[config.mk]
export PLATFORM = sky130hd
export DESIGN_NAME = repeating_key_xor_hex_codec_core
export DESIGN_NICKNAME = d
export VERILOG_FILES = /design/src/design/rkxhc_pkg.sv /design/src/design/repeating_key_xor_hex_codec_core.sv /design/src/design/rkxhc_front.sv /design/src/design/rkxhc_fifo.sv /design/src/design/rkxhc_back.sv
export SDC_FILE = /design/constraint.sdc
export NUM_CORES = 1
export LEC_CHECK = 0
export ABC_AREA = 1
export ABC_CLOCK_PERIOD_IN_PS = 7750
export BUFFER_PORTS_ARGS = -buffer_cell sky130_fd_sc_hd__buf_2
export CORE_MARGIN = 2
export CORE_UTILIZATION = 30
export DETAILED_ROUTE_END_ITERATION = 12
export PLACE_DENSITY = 0.48
export SLEW_MARGIN = 20
export SYNTH_ARGS = -nofsm -noshare
export SYNTH_HDL_FRONTEND = slang
export SYNTH_HIERARCHICAL = 1
export SYNTH_SLANG_ARGS = --single-unit
[constraint.sdc]
create_clock -name clock -period 7.75 [get_ports clock]
set_input_delay 2.325 -clock clock [delete_from_list [all_inputs] [get_ports clock]]
set_output_delay 2.325 -clock clock [all_outputs]
set_load 0.03 [all_outputs]
[src/design/rkxhc_pkg.sv]
// Shared package for the repeating-key XOR hex codec: beat types, register
// map, command codes and the hex character helpers. No dependencies.
`default_nettype none

package rkxhc_pkg;

   // key store
   localparam int KEY_BYTES  = 32;
   localparam int KEY_POS_W  = 5;
   localparam int KEY_WORDS  = 4;
   localparam int KEY_WORD_W = 64;
   localparam int KEY_BITS   = KEY_WORDS * KEY_WORD_W;
   localparam int KEY_LEN_W  = 6;

   // configuration port
   localparam int CSR_ADDR_W = 6;
   localparam int CSR_DATA_W = 64;
   localparam int CSR_IDX_W  = 3;

   localparam logic [CSR_IDX_W-1:0] REG_MODE       = 3'd0;
   localparam logic [CSR_IDX_W-1:0] REG_KEY_LENGTH = 3'd1;
   localparam logic [CSR_IDX_W-1:0] REG_KEY_WORD_0 = 3'd2;
   localparam logic [CSR_IDX_W-1:0] REG_KEY_WORD_1 = 3'd3;
   localparam logic [CSR_IDX_W-1:0] REG_KEY_WORD_2 = 3'd4;
   localparam logic [CSR_IDX_W-1:0] REG_KEY_WORD_3 = 3'd5;

   localparam logic MODE_ENCRYPT = 1'b0;
   localparam logic MODE_DECRYPT = 1'b1;

   // command kinds passed from front to back
   localparam logic CMD_HEX_PAIR = 1'b0;
   localparam logic CMD_BYTE     = 1'b1;

   // command queue depth
   localparam int Q_DEPTH = 4;
   localparam int Q_PTR_W = $clog2(Q_DEPTH);
   localparam int Q_CNT_W = $clog2(Q_DEPTH + 1);

   typedef struct packed {
      logic [7:0] data_byte;
      logic       last_in;
   } req_type;

   typedef struct packed {
      logic [7:0] out_byte;
      logic       out_last;
   } rsp_type;

   typedef struct packed {
      logic       kind;
      logic [7:0] value;
      logic       last;
   } cmd_type;

   typedef struct packed {
      logic                 mode;
      logic [KEY_LEN_W-1:0] key_length;
      logic [KEY_BITS-1:0]  key;
   } cfg_type;

   // nibble to uppercase ASCII hex
   function automatic logic [7:0] hex_char(input logic [3:0] nib);
      logic [7:0] wide;
      wide = {4'd0, nib};
      if (nib > 4'd9) begin
         hex_char = (wide - 8'd9) | 8'h40;
      end else begin
         hex_char = wide | 8'h30;
      end
   endfunction

   // character to nibble: letters (bit 6 set) get +9, no validity check
   function automatic logic [3:0] char_nibble(input logic [7:0] c);
      if (c[6]) begin
         char_nibble = c[3:0] + 4'd9;
      end else begin
         char_nibble = c[3:0];
      end
   endfunction

endpackage

`default_nettype wire

[src/design/repeating_key_xor_hex_codec_core.sv]
// Top level of the repeating-key XOR hex codec: register file, front,
// command queue and back. Depends on rkxhc_pkg, rkxhc_front, rkxhc_fifo, rkxhc_back.
//
//   channel   ports                          accepted when
//   req       req_push req_full req_data     req_push && !req_full
//   rsp       rsp_empty rsp_pop rsp_data     rsp_pop && !rsp_empty
//   csr       csr_psel .. csr_prdata         psel && penable && pwrite (pready = 1)
//
// Encrypt: each byte yields two hex characters through the back's output register, which
// gives one beat per cycle while rsp is not stalled; decrypt: a character pair yields one byte.
// A result beat passes through the command queue and then the back's output register.
// Reset is synchronous and clears queue pointers, output valid flag, sequence state and
// registers at once. A stalled rsp side fills the 4-entry queue, then req_full rises.
`default_nettype none

module repeating_key_xor_hex_codec_core (
   input  wire logic                                 clock,
   input  wire logic                                 reset,
   input  wire logic                                 req_push,
   output logic                                      req_full,
   input  wire rkxhc_pkg::req_type                   req_data,
   output logic                                      rsp_empty,
   input  wire logic                                 rsp_pop,
   output rkxhc_pkg::rsp_type                        rsp_data,
   input  wire logic                                 csr_psel,
   input  wire logic                                 csr_penable,
   input  wire logic                                 csr_pwrite,
   input  wire logic [rkxhc_pkg::CSR_ADDR_W-1:0]     csr_paddr,
   input  wire logic [rkxhc_pkg::CSR_DATA_W-1:0]     csr_pwdata,
   output logic [rkxhc_pkg::CSR_DATA_W-1:0]          csr_prdata,
   output logic                                      csr_pready
);
   import rkxhc_pkg::*;

   logic                  mode_ff;
   logic [KEY_LEN_W-1:0]  key_length_ff;
   logic [KEY_WORD_W-1:0] key_word_ff [KEY_WORDS];
   logic [CSR_IDX_W-1:0]  csr_idx;
   logic                  csr_write;
   cfg_type               cfg;

   logic    q_full, q_empty, q_push, q_pop, accept;
   cmd_type q_entry, q_head;

   // register write decode
   assign csr_pready = 1'b1;
   assign csr_idx    = csr_paddr[CSR_ADDR_W-1:3];
   assign csr_write  = csr_psel && csr_penable && csr_pwrite;

   always_ff @(posedge clock) begin
      if (reset) begin
         mode_ff       <= MODE_ENCRYPT;
         key_length_ff <= KEY_LEN_W'(1);
         for (int i = 0; i < KEY_WORDS; i++) begin
            key_word_ff[i] <= '0;
         end
      end else if (csr_write) begin
         unique case (csr_idx)
            REG_MODE:       mode_ff        <= csr_pwdata[0];
            REG_KEY_LENGTH: key_length_ff  <= csr_pwdata[KEY_LEN_W-1:0];
            REG_KEY_WORD_0: key_word_ff[0] <= csr_pwdata;
            REG_KEY_WORD_1: key_word_ff[1] <= csr_pwdata;
            REG_KEY_WORD_2: key_word_ff[2] <= csr_pwdata;
            REG_KEY_WORD_3: key_word_ff[3] <= csr_pwdata;
            default:        ;
         endcase
      end
   end

   // register read mux
   always_comb begin
      unique case (csr_idx)
         REG_MODE:       csr_prdata = {{(CSR_DATA_W-1){1'b0}}, mode_ff};
         REG_KEY_LENGTH: csr_prdata = {{(CSR_DATA_W-KEY_LEN_W){1'b0}}, key_length_ff};
         REG_KEY_WORD_0: csr_prdata = key_word_ff[0];
         REG_KEY_WORD_1: csr_prdata = key_word_ff[1];
         REG_KEY_WORD_2: csr_prdata = key_word_ff[2];
         REG_KEY_WORD_3: csr_prdata = key_word_ff[3];
         default:        csr_prdata = '0;
      endcase
   end

   assign cfg = '{mode: mode_ff, key_length: key_length_ff,
                  key: {key_word_ff[3], key_word_ff[2], key_word_ff[1], key_word_ff[0]}};

   assign req_full = q_full;
   assign accept   = req_push && !q_full;

   rkxhc_front u_front (
      .clock    (clock),
      .reset    (reset),
      .cfg      (cfg),
      .accept   (accept),
      .req_data (req_data),
      .q_push   (q_push),
      .q_entry  (q_entry)
   );

   rkxhc_fifo u_fifo (
      .clock      (clock),
      .reset      (reset),
      .push       (q_push),
      .push_entry (q_entry),
      .full       (q_full),
      .pop        (q_pop),
      .head       (q_head),
      .empty      (q_empty)
   );

   rkxhc_back u_back (
      .clock     (clock),
      .reset     (reset),
      .q_empty   (q_empty),
      .q_head    (q_head),
      .q_pop     (q_pop),
      .rsp_pop   (rsp_pop),
      .rsp_empty (rsp_empty),
      .rsp_data  (rsp_data)
   );

endmodule

`default_nettype wire

[src/design/rkxhc_front.sv]
// Front of the codec: accepts input beats, tracks key position and held
// nibble, and issues commands to the queue. Depends on rkxhc_pkg.
`default_nettype none

module rkxhc_front (
   input  wire logic              clock,
   input  wire logic              reset,
   input  wire rkxhc_pkg::cfg_type cfg,
   input  wire logic              accept,
   input  wire rkxhc_pkg::req_type req_data,
   output logic                   q_push,
   output rkxhc_pkg::cmd_type     q_entry
);
   import rkxhc_pkg::*;

   logic [KEY_POS_W-1:0] key_pos_ff, key_pos_in;
   logic                 half_ff, half_in;
   logic [3:0]           held_ff, held_in;

   logic [KEY_LEN_W-1:0] eff_len;
   logic [KEY_LEN_W-1:0] next_pos;
   logic [KEY_POS_W-1:0] adv_pos;
   logic [7:0]           key_byte;
   logic [3:0]           nib;

   // effective key length clamped to 1..KEY_BYTES
   always_comb begin
      if (cfg.key_length == '0) begin
         eff_len = KEY_LEN_W'(1);
      end else if (cfg.key_length > KEY_LEN_W'(KEY_BYTES)) begin
         eff_len = KEY_LEN_W'(KEY_BYTES);
      end else begin
         eff_len = cfg.key_length;
      end
   end

   // key byte at current position and wrapped next position
   assign key_byte = cfg.key[{key_pos_ff, 3'b000} +: 8];
   assign next_pos = {1'b0, key_pos_ff} + KEY_LEN_W'(1);
   assign adv_pos  = (next_pos >= eff_len) ? '0 : next_pos[KEY_POS_W-1:0];
   assign nib      = char_nibble(req_data.data_byte);

   // classify the beat and update the sequence state
   always_comb begin
      key_pos_in = key_pos_ff;
      half_in    = half_ff;
      held_in    = held_ff;
      q_push     = 1'b0;
      q_entry    = '{kind: CMD_BYTE, value: 8'd0, last: 1'b0};
      if (accept) begin
         if (cfg.mode == MODE_ENCRYPT) begin
            q_push     = 1'b1;
            q_entry    = '{kind: CMD_HEX_PAIR, value: req_data.data_byte ^ key_byte,
                           last: req_data.last_in};
            half_in    = 1'b0;
            held_in    = 4'd0;
            key_pos_in = req_data.last_in ? '0 : adv_pos;
         end else if (!half_ff) begin
            if (!req_data.last_in) begin
               half_in = 1'b1;
               held_in = nib;
            end else begin
               // odd final character: low nibble of zero
               q_push     = 1'b1;
               q_entry    = '{kind: CMD_BYTE, value: {nib, 4'd0} ^ key_byte, last: 1'b1};
               key_pos_in = '0;
               half_in    = 1'b0;
               held_in    = 4'd0;
            end
         end else begin
            q_push     = 1'b1;
            q_entry    = '{kind: CMD_BYTE, value: {held_ff, nib} ^ key_byte,
                           last: req_data.last_in};
            half_in    = 1'b0;
            held_in    = 4'd0;
            key_pos_in = req_data.last_in ? '0 : adv_pos;
         end
      end
   end

   always_ff @(posedge clock) begin
      if (reset) begin
         key_pos_ff <= '0;
         half_ff    <= 1'b0;
         held_ff    <= 4'd0;
      end else begin
         key_pos_ff <= key_pos_in;
         half_ff    <= half_in;
         held_ff    <= held_in;
      end
   end

endmodule

`default_nettype wire

[src/design/rkxhc_fifo.sv]
// Short command queue between front and back of the codec.
// Depends on rkxhc_pkg for the command type and depth.
`default_nettype none

module rkxhc_fifo (
   input  wire logic              clock,
   input  wire logic              reset,
   input  wire logic              push,
   input  wire rkxhc_pkg::cmd_type push_entry,
   output logic                   full,
   input  wire logic              pop,
   output rkxhc_pkg::cmd_type     head,
   output logic                   empty
);
   import rkxhc_pkg::*;

   cmd_type              entries_ff [Q_DEPTH];
   logic [Q_PTR_W-1:0]   wr_ptr_ff, wr_ptr_in;
   logic [Q_PTR_W-1:0]   rd_ptr_ff, rd_ptr_in;
   logic [Q_CNT_W-1:0]   count_ff, count_in;
   logic                 do_push, do_pop;

   assign full    = (count_ff == Q_CNT_W'(Q_DEPTH));
   assign empty   = (count_ff == '0);
   assign head    = entries_ff[rd_ptr_ff];
   assign do_push = push && !full;
   assign do_pop  = pop && !empty;

   // pointer and fill count update
   always_comb begin
      wr_ptr_in = wr_ptr_ff;
      rd_ptr_in = rd_ptr_ff;
      count_in  = count_ff;
      if (do_push) begin
         wr_ptr_in = (wr_ptr_ff == Q_PTR_W'(Q_DEPTH - 1)) ? '0 : wr_ptr_ff + Q_PTR_W'(1);
      end
      if (do_pop) begin
         rd_ptr_in = (rd_ptr_ff == Q_PTR_W'(Q_DEPTH - 1)) ? '0 : rd_ptr_ff + Q_PTR_W'(1);
      end
      if (do_push && !do_pop) begin
         count_in = count_ff + Q_CNT_W'(1);
      end else if (do_pop && !do_push) begin
         count_in = count_ff - Q_CNT_W'(1);
      end
   end

   always_ff @(posedge clock) begin
      if (reset) begin
         wr_ptr_ff <= '0;
         rd_ptr_ff <= '0;
         count_ff  <= '0;
      end else begin
         wr_ptr_ff <= wr_ptr_in;
         rd_ptr_ff <= rd_ptr_in;
         count_ff  <= count_in;
      end
   end

   // storage, no reset
   always_ff @(posedge clock) begin
      if (do_push) begin
         entries_ff[wr_ptr_ff] <= push_entry;
      end
   end

endmodule

`default_nettype wire

[src/design/rkxhc_back.sv]
// Back of the codec: expands queued commands into result beats through an
// output register, two hex characters for a pair. Depends on rkxhc_pkg.
`default_nettype none

module rkxhc_back (
   input  wire logic              clock,
   input  wire logic              reset,
   input  wire logic              q_empty,
   input  wire rkxhc_pkg::cmd_type q_head,
   output logic                   q_pop,
   input  wire logic              rsp_pop,
   output logic                   rsp_empty,
   output rkxhc_pkg::rsp_type     rsp_data
);
   import rkxhc_pkg::*;

   logic    valid_ff, valid_in;
   logic    phase_ff, phase_in;
   rsp_type data_ff, data_in;
   logic    load;

   // output register frees up when empty or its beat is taken
   assign load      = !q_empty && (!valid_ff || rsp_pop);
   assign rsp_empty = !valid_ff;
   assign rsp_data  = data_ff;

   always_comb begin
      valid_in = valid_ff;
      phase_in = phase_ff;
      data_in  = data_ff;
      q_pop    = 1'b0;
      if (valid_ff && rsp_pop) begin
         valid_in = 1'b0;
      end
      if (load) begin
         valid_in = 1'b1;
         if (q_head.kind == CMD_HEX_PAIR && !phase_ff) begin
            // high nibble first, command stays at the queue head
            data_in  = '{out_byte: hex_char(q_head.value[7:4]), out_last: 1'b0};
            phase_in = 1'b1;
         end else if (q_head.kind == CMD_HEX_PAIR) begin
            data_in  = '{out_byte: hex_char(q_head.value[3:0]), out_last: q_head.last};
            phase_in = 1'b0;
            q_pop    = 1'b1;
         end else begin
            data_in  = '{out_byte: q_head.value, out_last: q_head.last};
            q_pop    = 1'b1;
         end
      end
   end

   always_ff @(posedge clock) begin
      if (reset) begin
         valid_ff <= 1'b0;
         phase_ff <= 1'b0;
      end else begin
         valid_ff <= valid_in;
         phase_ff <= phase_in;
      end
   end

   always_ff @(posedge clock) begin
      data_ff <= data_in;
   end

endmodule

`default_nettype wire

==> results.md <==
- The flow ran to the end, and the final reports show no timing, DRC or antenna violations.
- The number of cells on the worst reg-to-reg path is 14.
- The number of cells in the design after placement is 3077.
- The maximum fanout along the worst path is 37.
- The max-cap violation count is 0.
- The first global-routing pass estimated 89700 um of wire.
- The worst hold path stage count is 2.
- The total overflow left after global routing is 0.
- The part of the cycle the worst path needs is 84.2%.
- On the worst path, the slowest cell contributes a delay of 0.49 ns.
- The kind of capture point of the worst setup path is a primary output.
- The min-delay analysis places its worst path in the category flop to flop.
- For the pin with the worst max-slew slack, the measured transition is 1.12 ns.
- The path with the worst hold slack has its endpoint at u_back/valid_ff.
- Based on the critical path, the design can be clocked at up to 153 MHz.
- The number of detailed-routing iterations run before antenna repair is 7.
- In this run the tightest slew margin relative to its limit is 25.0%.
- The top cell types in the final layout, fill and taps aside, are 643 x sky130_fd_sc_hd__nand2_1, 435 x sky130_fd_sc_hd__nor2_1, 305 x sky130_fd_sc_hd__edfxtp_1.
- For this run, design rule violations remaining after detail routing come to 0.
- The TritonCTS buffer count is 41.
- The worst path setup slack after routing is 1.23 ns.
- During I/O placement, the number of pins put on the boundary was 162.
- The critical path class is input port to primary output.
- The reg-to-reg critical path endpoint is u_fifo/entries_ff[2][6].
- The static leakage is 0.00931 uW.
- The count of pins over their slew limit came to 0.
- STA puts the critical path data arrival time at 4.20 ns.
- The core outline area is 59200 um^2.
- Setup repair after global routing left no endpoint under its margin.
- The clock tree from TritonCTS is yes.
- The growth of design area from synthesis to finish is 14.7%.
- The startpoint identified for the worst hold timing path is u_back/valid_ff.
- Detailed placement ended at an HPWL of 38400 um.
- The buffers plus inverters on the worst setup path is 4.
- The cell type group with the largest total delay on the critical path is buffers and inverters.
- The clock passes through at most 3 buffers.
- The count of port buffers added during placement is 157.
- The routed via count divided by cell count is 4.87.
- The worst register-to-register path has a setup slack of 4.03 ns.
- The number of endpoints with negative hold slack in the final report came to 0.
- Walking the worst path, the cells encountered are buf_2 > inv_2 > nand3_2 > buf_12 > nor2_1 > a21oi_1 > nand2_1 > buf_2.
- VDD sags by at most 0.146 mV.
- The netlist area before placement is 18000 um^2.
- In this run, synthesis produced a sequential element count of 333.
- For this run, the leading register cell type out of synthesis is sky130_fd_sc_hd__edfxtp_1.
- In this run, synthesis inferred 305 flip-flops with an integrated enable.
- Prior to clock tree synthesis, the placed netlist has a worst setup slack of 1.23 ns.
- After clock tree synthesis, the setup repair step added 0 buffers.
- Entering global routing, the biggest net connects 86 pins.
- Once detail routing completed, the nets flagged for antenna violations numbered 0.
- The areal power density over the cells is 244 nW/um^2.
- The number of antenna violations at the first check in global routing came to 2.
- In the final design database the tool counted 2452 nets.
- The later pin in the worst-skew pair is clocked with a latency of 0.59 ns.
- The starting utilization of the core area is 30.4%.
- The number of placement rows is 89.
- Setup total negative slack on the finished layout was measured at 0 ns.
- The slowest stage of the critical path belongs to the cell sky130_fd_sc_hd__nand3_2.
- For this run, the total global-route usage over all layers was measured as 19.0%.
- The tree is rooted in a sky130_fd_sc_hd__clkbuf_16.
- In this run the worst setup path begins at csr_paddr[5].
- Hold repair after CTS inserted 0 buffers.
- In the final routed layout, each cell accounts on average for 19.0 um.
- The congestion estimate from routability-driven global placement came to 0.836.
- The most common cell after layout, fill and taps aside is sky130_fd_sc_hd__nand2_1.
- The floorplan step defined a die boundary enclosing 62100 um^2.
- For this run, the number of Yosys warnings is 6.
- The total via count in the routed design is 15300.
- Cells with a size suffix above 1 make up 11.0% of the layout.
- For the finished layout, the period the worst path requires is 6.52 ns.
- The count of endpoints failing setup in the final report is 0.
- For this run, the register share of the synthesized area comes to 53.9%.
- Data on the critical path is required at its endpoint by 5.43 ns.
- The startpoint class of the critical path is an input port.
- The count of different cell masters after synthesis is 40.
- The finished layout holds 3149 standard cells, fillers aside.
- For this block, the routed nets add up to 59800 um of wire.
- The clock slew at the register clock pins of the worst setup and hold paths is 0.06 ns.
- Counting every sink on the clock net gives 333.
- In this run the vertical extent of the chip is 249 um.
- The post-cts resize count is 0.
- The number of instances in the synthesized netlist is 2244.
- The via count of the first global-routing pass is 15000.
- The proportion of register bits with asynchronous set or reset after synthesis is 0%.
- The die is 249 um wide.
- The detailed router finished its first iteration with 1204 violations.
- The startpoint of the worst register-to-register path is u_front/key_pos_ff[0].
- The most common cell type on the critical path is sky130_fd_sc_hd__buf_2.
- The post-synth net total is 2349.
- The H-tree depth is 2.
- Between clock sinks in the finished design, the worst skew comes to 0.0295 ns.
- In this run the mean area of a mapped cell was 8.03 um^2.
[cell families (layout without fill, tap and decap cells)]
family	count (synthesis)	after routing	synth area share, %
and+or+nand+nor	1275	1275	28.6
buffers and inverters	385	515	9.05
DFF	333	333	53.9
AOI/OAI and AO/OA	226	226	6.85
adders and majority gates	19	19	1.36
xor gates and xnor gates	5	5	0.243
other	1	3	0.0208
[through the flow]
step | total power, uW | cell area [um^2] | hold WS (ns) | utilization [%]
after CTS | 5100 | 20700 | 0.478 | 34.9
after global routing | 5300 | 20700 | 0.507 | 34.9
after floorplan | 2910 | 18000 | 0.446 | -
final | 5050 | 20700 | 0.476 | 34.9
after global placement | 3190 | 19400 | 0.464 | 32.7
after detailed placement | 3210 | 19400 | 0.469 | 32.7
[layer usage]
layer  vias up  routed length [um]  GRT usage [%]
met5         -                   0              0
met3       115                3470           2.27
met2       514               28500           32.3
met1      7296               25500           24.5
met4         0                2290           7.92
li1       7399                   -              -
[cell usage after synthesis, types with 2 or more instances]
master                     count  area (um^2)
sky130_fd_sc_hd__o21ai_1       3         15.0
sky130_fd_sc_hd__nand3b_1      9         67.6
sky130_fd_sc_hd__clkbuf_1     17         63.8
sky130_fd_sc_hd__buf_6         6         67.6
sky130_fd_sc_hd__inv_1       263          987
sky130_fd_sc_hd__nand2_1     646         2420
sky130_fd_sc_hd__o21ai_0      65          325
sky130_fd_sc_hd__nor2_1      436         1640
sky130_fd_sc_hd__xor2_1        4         35.0
sky130_fd_sc_hd__nand3_1     151          756
sky130_fd_sc_hd__dfxtp_1      28          561
sky130_fd_sc_hd__buf_4        12         90.1
sky130_fd_sc_hd__nand2_2       3         18.8
sky130_fd_sc_hd__nand4_1      13         81.3
sky130_fd_sc_hd__o22ai_1      27          169
sky130_fd_sc_hd__buf_2        75          375
sky130_fd_sc_hd__nand2_4       2         22.5
sky130_fd_sc_hd__a21oi_1     109          546
sky130_fd_sc_hd__edfxtp_1    305         9160
sky130_fd_sc_hd__clkbuf_2      2         10.0
sky130_fd_sc_hd__nor2_2        2         12.5
sky130_fd_sc_hd__ha_1         18          225
sky130_fd_sc_hd__inv_2         7         26.3
sky130_fd_sc_hd__buf_1         2         7.51
sky130_fd_sc_hd__nand3_2       4         40.0
sky130_fd_sc_hd__nor3_1        4         20.0
sky130_fd_sc_hd__a211oi_1     16          120
sky130_fd_sc_hd__nor2_4        3         33.8
[sequential cells by signal, indices dropped and copies added (netlist names), 3 cells and up, named ones only]
register            count
u_fifo/count_ff         3
key_length_ff           6
u_fifo/entries_ff      40
u_front/held_ff         4
u_back/rsp_data         9
u_front/key_pos_ff      5
key_word_ff           256
[worst max-delay path by stage]
stage	cells past startpoint	endpoint	slack [ns]
6_report	8	csr_prdata[6]	1.23
5_1_grt	8	csr_prdata[56]	1.10
4_1_cts	8	csr_prdata[40]	1.23
3_5_place_dp	9	csr_prdata[28]	1.23
3_3_place_gp	8	csr_prdata[56]	1.25
2_1_floorplan	3	key_word_ff[0][0]	0.04
[where the power goes]
part	internal [uW]	switching (uW)	total (uW)
sequential	2160	83.4	2240
clock	1110	776	1890
combinational	258	667	924
total	3530	1530	5050
[worst register-to-register path, cell delays in order, from the launching register on]
cell and delay [ns]:
sky130_fd_sc_hd__dfxtp_4 0.53, sky130_fd_sc_hd__inv_4 0.62, sky130_fd_sc_hd__buf_4 0.74, sky130_fd_sc_hd__nand2_1 0.19
sky130_fd_sc_hd__nand2_1 0.16, sky130_fd_sc_hd__nand2_1 0.06, sky130_fd_sc_hd__nand2_1 0.10, sky130_fd_sc_hd__nor2_1 0.08
sky130_fd_sc_hd__nand2_1 0.06, sky130_fd_sc_hd__nand3_1 0.28, sky130_fd_sc_hd__nand2_1 0.23, sky130_fd_sc_hd__nand2_1 0.06
sky130_fd_sc_hd__nand3_1 0.06, sky130_fd_sc_hd__nand2_1 0.05, sky130_fd_sc_hd__a21oi_1 0.28
[cell type report]
class,count,area (um^2)
fill,6311,38600
antenna,2,5.00
timing repair buffer,174,963
tap,773,967
sequential,333,9720
clock buffer,53,1110
multi-input combinational,1526,6720
inverter,271,1020
clock inverter,17,181
Note: power is estimated with default switching activity, not from simulation.
